**src/rtl/depth_background_bounds_unit_assert.svh**
```systemverilog
// Assertion macros for the depth background bounds unit.
// Needs clk_i and rst_ni in the including scope.
`ifndef DEPTH_BACKGROUND_BOUNDS_UNIT_ASSERT_SVH
`define DEPTH_BACKGROUND_BOUNDS_UNIT_ASSERT_SVH
`ifndef SYNTHESIS
`define DBB_ASSERT_IMPL(lbl, ante, cons) \
  lbl: assert property (@(posedge clk_i) disable iff (!rst_ni) (ante) |-> (cons)) \
    else $error("dbb assertion failed");
`define DBB_ASSERT_NEVER(lbl, expr) \
  lbl: assert property (@(posedge clk_i) disable iff (!rst_ni) !(expr)) \
    else $error("dbb assertion failed");
`else
`define DBB_ASSERT_IMPL(lbl, ante, cons)
`define DBB_ASSERT_NEVER(lbl, expr)
`endif
`endif

```
**src/rtl/dbb_pkg.sv**
```systemverilog
// Shared constants and types of the depth background bounds unit.
// No dependencies.
package dbb_pkg;
  localparam int unsigned PIXELS     = 307200;
  localparam int unsigned ADDR_W     = $clog2(PIXELS);
  localparam int unsigned DEPTH_W    = 16;
  localparam int unsigned DEPTH_BITS = 16;
  localparam int unsigned SUM_W      = 22;
  localparam int unsigned SQ_W       = 39;
  localparam int unsigned CNT_W      = 6;
  localparam int unsigned OUT_W      = 19;
  localparam int unsigned DIV_W      = 46;
  localparam int unsigned DVSR_W     = 2 * CNT_W;
  localparam int unsigned VAR_W      = 32;
  localparam int unsigned ROOT_W     = VAR_W / 2;
  localparam int unsigned MEAN_W     = 16;
  localparam logic [CNT_W-1:0]  COUNT_MAX     = '1;
  localparam logic [CNT_W-1:0]  FRAMES_RESET  = 6'd31;
  localparam logic [ADDR_W-1:0] LAST_ADDR     = ADDR_W'(PIXELS - 1);

  typedef struct packed {
    logic [ADDR_W-1:0]  pixel;
    logic [DEPTH_W-1:0] depth;
    logic               valid;
    logic               fend;
    logic               final_frame;
  } req_t;

  typedef struct packed {
    logic [SUM_W-1:0] sum;
    logic [SQ_W-1:0]  sq;
    logic [CNT_W-1:0] cnt;
  } entry_t;
endpackage

```
**src/rtl/dbb_queue.sv**
```systemverilog
// Two-entry request queue between front and back end.
// Depends on dbb_pkg.
module dbb_queue (
  input  logic          clk_i,
  input  logic          rst_ni,
  input  logic          push_i,
  input  dbb_pkg::req_t push_data_i,
  output logic          full_o,
  output logic          valid_o,
  input  logic          pop_i,
  output dbb_pkg::req_t pop_data_o
);
  import dbb_pkg::*;

  req_t       slot_q [2];
  logic       wr_ptr_q, rd_ptr_q;
  logic [1:0] cnt_q;

  assign full_o     = cnt_q == 2'd2;
  assign valid_o    = cnt_q != 2'd0;
  assign pop_data_o = slot_q[rd_ptr_q];

  always_ff @(posedge clk_i) begin
    if (push_i) slot_q[wr_ptr_q] <= push_data_i;
  end

  always_ff @(posedge clk_i or negedge rst_ni) begin
    if (!rst_ni) begin
      wr_ptr_q <= 1'b0;
      rd_ptr_q <= 1'b0;
      cnt_q    <= 2'd0;
    end else begin
      if (push_i) wr_ptr_q <= !wr_ptr_q;
      if (pop_i)  rd_ptr_q <= !rd_ptr_q;
      if (push_i && !pop_i)      cnt_q <= cnt_q + 2'd1;
      else if (pop_i && !push_i) cnt_q <= cnt_q - 2'd1;
    end
  end
endmodule

```
**config.mk**
```make
export PLATFORM = sky130hd
export DESIGN_NAME = dbb_queue
export DESIGN_NICKNAME = d
export VERILOG_FILES = /design/src/rtl/depth_background_bounds_unit_assert.svh /design/src/rtl/dbb_pkg.sv /design/src/rtl/dbb_queue.sv
export SDC_FILE = /design/constraint.sdc
export NUM_CORES = 1
export LEC_CHECK = 0
export ABC_AREA = 0
export BUFFER_PORTS_ARGS = -buffer_cell sky130_fd_sc_hd__clkbuf_2
export CORE_ASPECT_RATIO = 1.1
export CORE_MARGIN = 4
export CORE_UTILIZATION = 42
export DETAILED_ROUTE_END_ITERATION = 8
export PLACE_DENSITY = 0.66
export SKIP_CTS_REPAIR_TIMING = 1
export SLEW_MARGIN = 20
export SYNTH_ARGS = -nofsm -noshare
export SYNTH_HDL_FRONTEND = slang
export SYNTH_SLANG_ARGS = --single-unit
```
**constraint.sdc**
```tcl
create_clock -name clk_i -period 3.7 [get_ports clk_i]
set_input_delay 0.74 -clock clk_i [delete_from_list [all_inputs] [get_ports clk_i]]
set_output_delay 0.74 -clock clk_i [all_outputs]
set_load 0.02 [all_outputs]
```
==> results.yml <==
worst_setup_path:
  rr_worst_depth: 2
  critPathArrivalTime_ps: 1940
  worst_path_largest_cell_delay_ps: 1010
  critPathTopFamily: "flip-flops"
  crit_chain: "mux2_2 -> clkbuf_2"
  path_buf_inv: 1
  r2r_end: "slot_q[0][36]"
  endpoint_kind: "primary output"
  worstReg2RegStart: "wr_ptr_q"
  start_kind: "register"
  critPathMaxFanout: 39
  cpMaxStageDelayCell: "dfrtp_2"
  path_class: "reg -> out"
  r2r_slack_ps: 1990
  critPathRequiredTime_ps: 2960
synth:
  syn_area_sq_mm: 0.00298
  synth_cell_types: 15
  synthTopCellsByArea: "edfxtp_1, mux2_2, mux2_4, dfrtp_1, xor2_1"
  avgSynthCellArea_sq_um: 22.2
  ys_ff_latch: 80
  ys_warn_count: 0
  syn_nets: 177
  synthCells: 134
  synth_seq_area_share: 0.800
  synth_top_area_cell: "edfxtp_1"
  netlist.area_leader.share: 0.766
detailed_routing:
  met1Wirelength_mm: 2.13
  topRoutingLayerUsed: "met4"
  ant_nets: 0
  firstDrtPassIters: 4
  drt_wl_total_mm: 4.85
  via_per_inst: 4.76
  drt_iter0_drc: 46
  dr_wl_met2_mm: 2.31
  met3WireLength_um: 403
  vias: 1472
  wire_per_inst_um: 15.7
  drcViolationCount: 0
clock_network:
  clk_path_buf_depth: 2
  clock-root-buffer: "clkbuf_8"
  cts.clk_slew.worst_paths_ps: 70
  cts.sinks: 80
  clock_latency_ps: 330
  numCtsBuffers: 9
  cts_tree: "yes"
  h-tree-depth: 3
grt:
  grt_first_pass_wirelength_mm: 7.46
  antenna_found_initial: 0
  grt_pass1_vias: 1599
  grt_overflow_total: 0
  grt_max_degree: 40
  grt_util_all_layers: 0.121
finish:
  drive_above_1_share: 0.604
  final_area_sq_mm: 0.00366
  diodes: 0
  area_delta_synth_final_pct: 23.0
  nets: 266
timing:
  hold_violations: 0
  setup_violations: 0
  worst_pin_slew_ps: 975
  clock.fmax_mhz: 373
  post-route-period-util: 0.726
  slew_headroom: 0.350
  period_needed_ps: 2680
  drv_slew: 0
  skew_ps: 10.0
  tns_ps: 0
  rsz0062_at_grt: "no"
pwr:
  pwr_density_cell_mw_per_mm2: 781
  ir_worst_vdd_mv: 0.399
  leakage_uw: 0.00145
die:
  ios: 82
  die_h_um: 96.3
  die_w_um: 88.3
  rows: 31
  fp.coreArea_sq_mm: 0.00675
  start_util: 0.441
  dieArea_sq_mm: 0.00850
job:
  maxCapViolCount: 0
place:
  place_hpwl_mm: 3.23
  placed_cell_area_sq_mm: 0.00346
  place_congestion: 0.662
  io_buffer_count: 81
worst_hold_path:
  hold_path_class: "in -> async"
run_status:
  status: "finished, final reports clean"
-- sequential cells by signal, indices dropped and copies added, names as in the netlist --
signal and flops:
rd_ptr_q 1, slot_q 76, cnt_q 2, wr_ptr_q 1
-- layout by cell type (no fill, tap or decap), types with 2 or more instances in the layout --
cell type,count
bufinv_16,2
mux2_2,28
clkbuf_1,2
xor2_1,4
clkbuf_8,9
mux2_4,10
edfxtp_1,76
clkinv_2,2
clkbuf_2,81
dfrtp_1,3
-- where the power goes --
part,internal [uW],switching [uW],total (uW)
combinational,385,470,855
clock,375,283,658
sequential,1210,142,1350
total,1970,894,2860
-- synthesized netlist by cell type --
| library cell | number |
|---|---|
| buf_6 | 1 |
| nor2_1 | 1 |
| inv_1 | 1 |
| xnor2_1 | 1 |
| xor2_1 | 4 |
| buf_4 | 2 |
| and2_1 | 1 |
| nor2b_1 | 2 |
| mux2_4 | 10 |
| buf_8 | 1 |
| ha_1 | 1 |
| mux2_2 | 28 |
| dfrtp_1 | 4 |
| or2_2 | 1 |
| edfxtp_1 | 76 |
-- final cells by class --
| class | count | area, sq um |
|---|---|---|
| multi-input cells | 49 | 559 |
| repair buffers | 82 | 413 |
| clock inverters | 4 | 70.1 |
| well taps | 82 | 103 |
| flip-flops and latches | 80 | 2380 |
| fillers | 577 | 3090 |
| clock buffers | 11 | 131 |
| inverters | 1 | 3.75 |
-- per-stage QoR --
step / worst slack, ps / std cells / total power, uW / hold slack, ps / util
floorplan: 818 / 134 / 1980 / 444 / -
global placement: 1300 / 294 / 2240 / 479 / 0.513
detailed placement: 1330 / 294 / 2250 / 484 / 0.513
CTS: 949 / 309 / 2910 / 190 / 0.543
global route: 906 / 309 / 3010 / 187 / 0.543
finish: 1020 / 309 / 2860 / 206 / 0.543
-- per-layer routing --
metal | track usage | vias to the layer above
li1 | - | 696
met5 | 0 | -
met3 | 0.0428 | 2
met2 | 0.194 | 61
met4 | 0.0579 | 0
met1 | 0.144 | 713
-- how the worst max path moves through the flow --
| stage | from | end | slack, ps | cells past startpoint |
|---|---|---|---|---|
| floorplan | push_i | slot_q[0][0] | 820 | 1 |
| CTS | rd_ptr_q | pop_data_o[33] | 950 | 2 |
| global route | rd_ptr_q | pop_data_o[33] | 910 | 2 |
| finish | rd_ptr_q | pop_data_o[33] | 1020 | 2 |
| global placement | rd_ptr_q | pop_data_o[33] | 1300 | 2 |
| detailed placement | rd_ptr_q | pop_data_o[33] | 1330 | 2 |
-- kinds of logic after synthesis --
| kind of cell | synth area share |
|---|---|
| adder cells (fa/ha/maj) | 0.00420 |
| AND/OR/NAND/NOR | 0.00966 |
| buffers and inverters | 0.0151 |
| flip-flops | 0.800 |
| multiplexers | 0.156 |
| XOR/XNOR | 0.0147 |
No activity file was read; power rests on OpenSTA's default activity.
