==> src/rtl/depth_background_bounds_unit_assert.svh <==
// Assertion macros for the depth background bounds unit.
// Needs clk_i and rst_ni in the including scope.
`ifndef DEPTH_BACKGROUND_BOUNDS_UNIT_ASSERT_SVH
`define DEPTH_BACKGROUND_BOUNDS_UNIT_ASSERT_SVH
`ifndef SYNTHESIS
`define DBB_ASSERT_IMPL(lbl, ante, cons) \
  lbl: assert property (@(posedge clk_i) disable iff (!rst_ni) (ante) |-> (cons)) \
    else $error("dbb assertion failed");
`define DBB_ASSERT_NEVER(lbl, expr) \
  lbl: assert property (@(posedge clk_i) disable iff (!rst_ni) !(expr)) \
    else $error("dbb assertion failed");
`else
`define DBB_ASSERT_IMPL(lbl, ante, cons)
`define DBB_ASSERT_NEVER(lbl, expr)
`endif
`endif

==> src/rtl/dbb_pkg.sv <==
// Shared constants and types of the depth background bounds unit.
// No dependencies.
package dbb_pkg;
  localparam int unsigned PIXELS     = 307200;
  localparam int unsigned ADDR_W     = $clog2(PIXELS);
  localparam int unsigned DEPTH_W    = 16;
  localparam int unsigned DEPTH_BITS = 16;
  localparam int unsigned SUM_W      = 22;
  localparam int unsigned SQ_W       = 39;
  localparam int unsigned CNT_W      = 6;
  localparam int unsigned OUT_W      = 19;
  localparam int unsigned DIV_W      = 46;
  localparam int unsigned DVSR_W     = 2 * CNT_W;
  localparam int unsigned VAR_W      = 32;
  localparam int unsigned ROOT_W     = VAR_W / 2;
  localparam int unsigned MEAN_W     = 16;
  localparam logic [CNT_W-1:0]  COUNT_MAX     = '1;
  localparam logic [CNT_W-1:0]  FRAMES_RESET  = 6'd31;
  localparam logic [ADDR_W-1:0] LAST_ADDR     = ADDR_W'(PIXELS - 1);

  typedef struct packed {
    logic [ADDR_W-1:0]  pixel;
    logic [DEPTH_W-1:0] depth;
    logic               valid;
    logic               fend;
    logic               final_frame;
  } req_t;

  typedef struct packed {
    logic [SUM_W-1:0] sum;
    logic [SQ_W-1:0]  sq;
    logic [CNT_W-1:0] cnt;
  } entry_t;
endpackage

==> src/rtl/dbb_front.sv <==
// Front end: accepts samples, tracks raster position and frame count.
// Depends on dbb_pkg.
module dbb_front (
  input  logic                clk_i,
  input  logic                rst_ni,
  input  logic                cfg_we_i,
  input  logic [5:0]          cfg_data_i,
  input  logic                in_valid_i,
  output logic                in_stall_o,
  input  logic [15:0]         depth_mm_i,
  input  logic                depth_valid_i,
  input  logic                frame_end_i,
  input  logic                clr_done_i,
  input  logic                q_full_i,
  output logic                push_o,
  output dbb_pkg::req_t       push_data_o
);
  import dbb_pkg::*;

  logic [CNT_W-1:0]  frames_cfg_q;
  logic [CNT_W-1:0]  frames_done_q, frames_done_d;
  logic [ADDR_W-1:0] pos_q, pos_d;
  logic              finished_q, finished_d;
  logic              accept;
  logic              final_frame;
  logic [CNT_W:0]    target;

  assign in_stall_o = !clr_done_i || q_full_i;
  assign accept     = in_valid_i && !in_stall_o;
  assign target     = (frames_cfg_q == '0) ? (CNT_W+1)'(1) : {1'b0, frames_cfg_q};
  assign final_frame = ({1'b0, frames_done_q} + (CNT_W+1)'(1)) >= target;

  assign push_o = accept && !finished_q;
  always_comb begin
    push_data_o.pixel       = pos_q;
    push_data_o.depth       = DEPTH_W'(depth_mm_i[DEPTH_BITS-1:0]);
    push_data_o.valid       = depth_valid_i;
    push_data_o.fend        = frame_end_i;
    push_data_o.final_frame = final_frame;
  end

  always_comb begin
    pos_d         = pos_q;
    frames_done_d = frames_done_q;
    finished_d    = finished_q;
    if (push_o) begin
      if (frame_end_i) begin
        pos_d = '0;
        if (frames_done_q != COUNT_MAX) frames_done_d = frames_done_q + CNT_W'(1);
        if (final_frame) finished_d = 1'b1;
      end else begin
        pos_d = (pos_q == LAST_ADDR) ? '0 : pos_q + ADDR_W'(1);
      end
    end
  end

  always_ff @(posedge clk_i or negedge rst_ni) begin
    if (!rst_ni) begin
      frames_cfg_q  <= FRAMES_RESET;
      frames_done_q <= '0;
      pos_q         <= '0;
      finished_q    <= 1'b0;
    end else begin
      if (cfg_we_i) frames_cfg_q <= cfg_data_i;
      frames_done_q <= frames_done_d;
      pos_q         <= pos_d;
      finished_q    <= finished_d;
    end
  end
endmodule

==> config.mk <==
export PLATFORM = sky130hd
export DESIGN_NAME = dbb_front
export DESIGN_NICKNAME = d
export VERILOG_FILES = /design/src/rtl/depth_background_bounds_unit_assert.svh /design/src/rtl/dbb_pkg.sv /design/src/rtl/dbb_front.sv
export SDC_FILE = /design/constraint.sdc
export NUM_CORES = 1
export LEC_CHECK = 0
export BUFFER_PORTS_ARGS = -buffer_cell sky130_fd_sc_hd__buf_2
export CAP_MARGIN = 20
export CORE_ASPECT_RATIO = 1.5
export CORE_MARGIN = 5
export CORE_UTILIZATION = 40
export CTS_CLUSTER_SIZE = 8
export DETAILED_ROUTE_END_ITERATION = 6
export PLACE_DENSITY = 0.64
export SLEW_MARGIN = 20
export SYNTH_ARGS = -nofsm -noshare
export SYNTH_HDL_FRONTEND = slang
export SYNTH_SLANG_ARGS = --single-unit
export TNS_END_PERCENT = 100
==> constraint.sdc <==
create_clock -name clk_i -period 4.1 [get_ports clk_i]
set_input_delay 0.205 -clock clk_i [delete_from_list [all_inputs] [get_ports clk_i]]
set_output_delay 0.205 -clock clk_i [all_outputs]
set_load 0.005 [all_outputs]
==> results.tsv <==
stage	metric	value	unit
worst_setup_path	R2R Setup Slk	1.96	ns
worst_setup_path	crit-path max cell delay	0.42	ns
final_layout	fraction of layout cells with a size suffix above 1	27.1	%
detailed_routing	DRT Wirelength	4260	µm
yosys	Mapped Avg Cell Area	9.24	µm²
floorplan	number of core rows	31	
worst_setup_path	Critical Path Sink Type	output port	
global_route	first-pass GRT wire length	7330	µm
global_route	gr usage total	14.3	%
timing	RSZ-0062 raised after global routing	false	
detailed_routing	initial drt markers	93	
timing	Max Slew Vio Count	0	
worst_setup_path	FF-to-FF End	pos_q[14]	
final_layout	Area Growth Syn to Fin	8.93	%
power	P per Cell Area	435	nW/µm²
flow_run	max_cap viols	0	
yosys	top_reg_cell synth	dfrtp_1	
final_layout	ant diodes	0	
yosys	cell count after synthesis	217	
clock_network	root buf cell	clkbuf_8	
worst_setup_path	CP max FO	4	
hold_path	Worst Hold Class	in -> reg	
status	outcome	completed	
clock_network	Bufs on Longest Clock Path	2	
timing	Final setup violation count	0	
worst_setup_path	crit path DAT	2.16	ns
yosys	Synth top cells by count	nand2_1 (31), dfrtp_1 (27), buf_4 (19)	
hold_path	hold endpoint	frames_cfg_q[2]	
final_layout	multi-input logic area	975	µm²
power	Cell Int Power	639	µW
timing	Max Clock Skew	0.00945	ns
worst_setup_path	Reg2Reg Depth	6	
yosys	area leader, netlist	dfrtp_1	
final_layout	Fillers	499	
detailed_routing	drt first pass iters	4	
power	Net Switching	309	µW
power	Static Leak	0.970	nW
global_route	Overflow after GRT	0	
clock_network	postcts setup bufs	0	
placed_design	GP Congestion	0.815	
yosys	asr flop ratio synth	100	%
timing	Final Cycle Share	57.8	%
worst_setup_path	CP Launch Type	register	
power	combinational fraction of design power	25.1	%
placed_design	hpwl dp	3160	µm
clock_network	clock sink count	32	
floorplan	Top Ports	70	
yosys	Synth Warn #	0	
floorplan	Die H	96.7	µm
floorplan	die area	6560	µm²
worst_setup_path	CP Class	reg -> out	
yosys	post-synthesis cell type count	54	
clock_network	Post-CTS Resized	0	
yosys	Yosys reg bits	32	
timing	Final Hold Viols	0	
hold_path	hold depth	3	
clock_network	clk_lat worst skew	0.28	ns
worst_setup_path	slowest cell on the critical path	dfrtp_1	
yosys	share of the synthesized area in the top cell type	33.7	%
worst_setup_path	Required @ worst endpoint	3.89	ns
timing	sum of negative setup slack	0	ns
detailed_routing	post-DR vias/cell	5.29	
clock_network	H-tree depth	2	
timing	minimum clock period	2.37	ns
detailed_routing	Vias	1598	
timing	worst slew pin tran	0.719	ns
power	clock group share of total power	28.0	%
detailed_routing	antenna viol nets, final	0	
hold_path	hold path startpoint	cfg_data_i[2]	
detailed_routing	per-cell routed wire length	14.1	µm
power	maximum VDD drop	0.218	mV
timing	max_slew headroom	52.0	%
power	sequential power share	46.9	%
detailed_routing	DRC viols	0	
global_route	initial antenna violation count	0	
yosys	top-count cell post-synth	nand2_1	
clock_network	CTS tree	built	
yosys	Post-synth EDFFs	0	
global_route	vias in the first global route	1595	
placed_design	IO buf count	35	
clock_network	clock transition at the registers of the reported paths	0.06	ns
floorplan	Initial Util	41.3	%
worst_setup_path	RR Startpoint	pos_q[0]	
yosys	Synthesized Nets	255	
final_layout	Final Net Count	273	
timing	f_max	422	MHz
power	Sw Share	32.6	%
global_route	largest net degree at the start of global routing	33	
yosys	register area share after synthesis	40.3	%
worst_setup_path	cell chain of the critical path	ha_1, nand3_1, xnor2_1, ha_1, a21o_1, a21oi_1, nand3_1, buf_2	
yosys	Synth area leaders	dfrtp_1 (34%), buf_4 (7.1%), dfstp_2 (6.6%), nand2_1 (5.8%), ha_1 (5.0%)	
yosys	cell area after synthesis	2000	µm²
final_layout	register area	807	µm²
floorplan	die width	67.8	µm
floorplan	core area	4850	µm²
final_layout	Post-Route Utilization	45.0	%
clock_network	total CTS buffers	5	
[power groups by stage]
stage	Sequential [mW]	Combinational (mW)	Clock, mW
floorplan	0.437	0.184	0
global placement	0.446	0.237	0
detailed placement	0.449	0.244	0
CTS	0.444	0.246	0.276
global route	0.454	0.284	0.290
finish	0.445	0.238	0.266
[worst max-delay path by stage]
stage                                 from             end  slack [ns]
final                     frames_done_q[0]  push_data_o[0]        1.73
after global routing      frames_done_q[0]  push_data_o[0]        1.47
after CTS                 frames_done_q[0]  push_data_o[0]        1.67
after detailed placement          pos_q[0]       pos_q[14]        1.96
after global placement    frames_done_q[0]      finished_q        2.00
after floorplan           frames_done_q[0]      finished_q        2.21
[per-layer routing]
metal / vias up / share of wire, % / track usage (%) / wire, µm
met5: - / 0 / 0 / 0
met4: 0 / 1.9 / 6.43 / 79
met3: 9 / 6.0 / 4.63 / 254
met2: 45 / 50 / 24.1 / 2140
met1: 753 / 42 / 15.8 / 1790
li1: 791 / - / - / -
[critical path: cells and delay by family, from the launching register on]
| family | cells | cell delay [ns] |
|---|---|---|
| flops | 1 | 0.42 |
| buf+inv | 1 | 0.15 |
| fa+ha+maj | 2 | 0.51 |
| simple gates | 2 | 0.25 |
| xor+xnor | 1 | 0.23 |
| compound gates | 2 | 0.32 |
[cell families after synthesis]
| kind of cell | Yosys count | share of synthesized area (%) |
|---|---|---|
| AO/OA/AOI/OAI | 43 | 14.0 |
| XOR/XNOR | 7 | 3.06 |
| adder cells (fa/ha/maj) | 8 | 4.99 |
| buffers and inverters | 34 | 11.1 |
| flip-flops | 32 | 40.3 |
| multiplexers | 1 | 0.562 |
| AND/OR/NAND/NOR | 92 | 26.0 |
[placed cells by master (no fill, tap or decap), types with 2 or more instances in the layout]
cell type,instances
nand3_2,3
nand2_1,31
nand3_1,18
xor2_1,3
nor3_1,5
xnor2_1,4
nand4_1,6
dfrtp_1,27
a31o_2,2
inv_1,8
o31ai_1,3
buf_2,35
o21ai_0,17
a21oi_1,9
dfstp_2,5
a31oi_1,2
nor2_1,6
o41ai_1,2
ha_1,8
clkbuf_8,7
and3_1,2
or3_1,3
[repair_timing]
action / CTS / global route
endpoints found under the hold margin: 10 / 0
endpoints found under the setup margin: 0 / 0
hold buffers: 1 / 0
[final cells by class]
cell class	instances	share of cell area, %
Clock buffer	8	4.58
Sequential cell	32	37.0
Multi-Input combinational cell	151	44.6
Timing Repair Buffer	36	8.48
Tap cell	66	3.78
Inverter	9	1.55
[flip-flops by register name, summed over array words and instances, names as in the netlist]
| signal | cells |
|---|---|
| finished_q | 1 |
| pos_q | 19 |
| frames_done_q | 6 |
| frames_cfg_q | 6 |
[metrics by stage]
step / power [mW] / hold WS [ns] / area [µm²] / worst slack (ns) / std cells
CTS: 0.966 / 0.128 / 2180 / 1.67 / 302
global placement: 0.684 / 0.304 / 2070 / 2.00 / 293
floorplan: 0.621 / -0.0906 / 2000 / 2.21 / 217
finish: 0.949 / 0.138 / 2180 / 1.73 / 302
detailed placement: 0.693 / 0.304 / 2070 / 1.96 / 293
global route: 1.03 / 0.140 / 2180 / 1.47 / 302
Note: power is estimated with default switching activity, not from simulation.
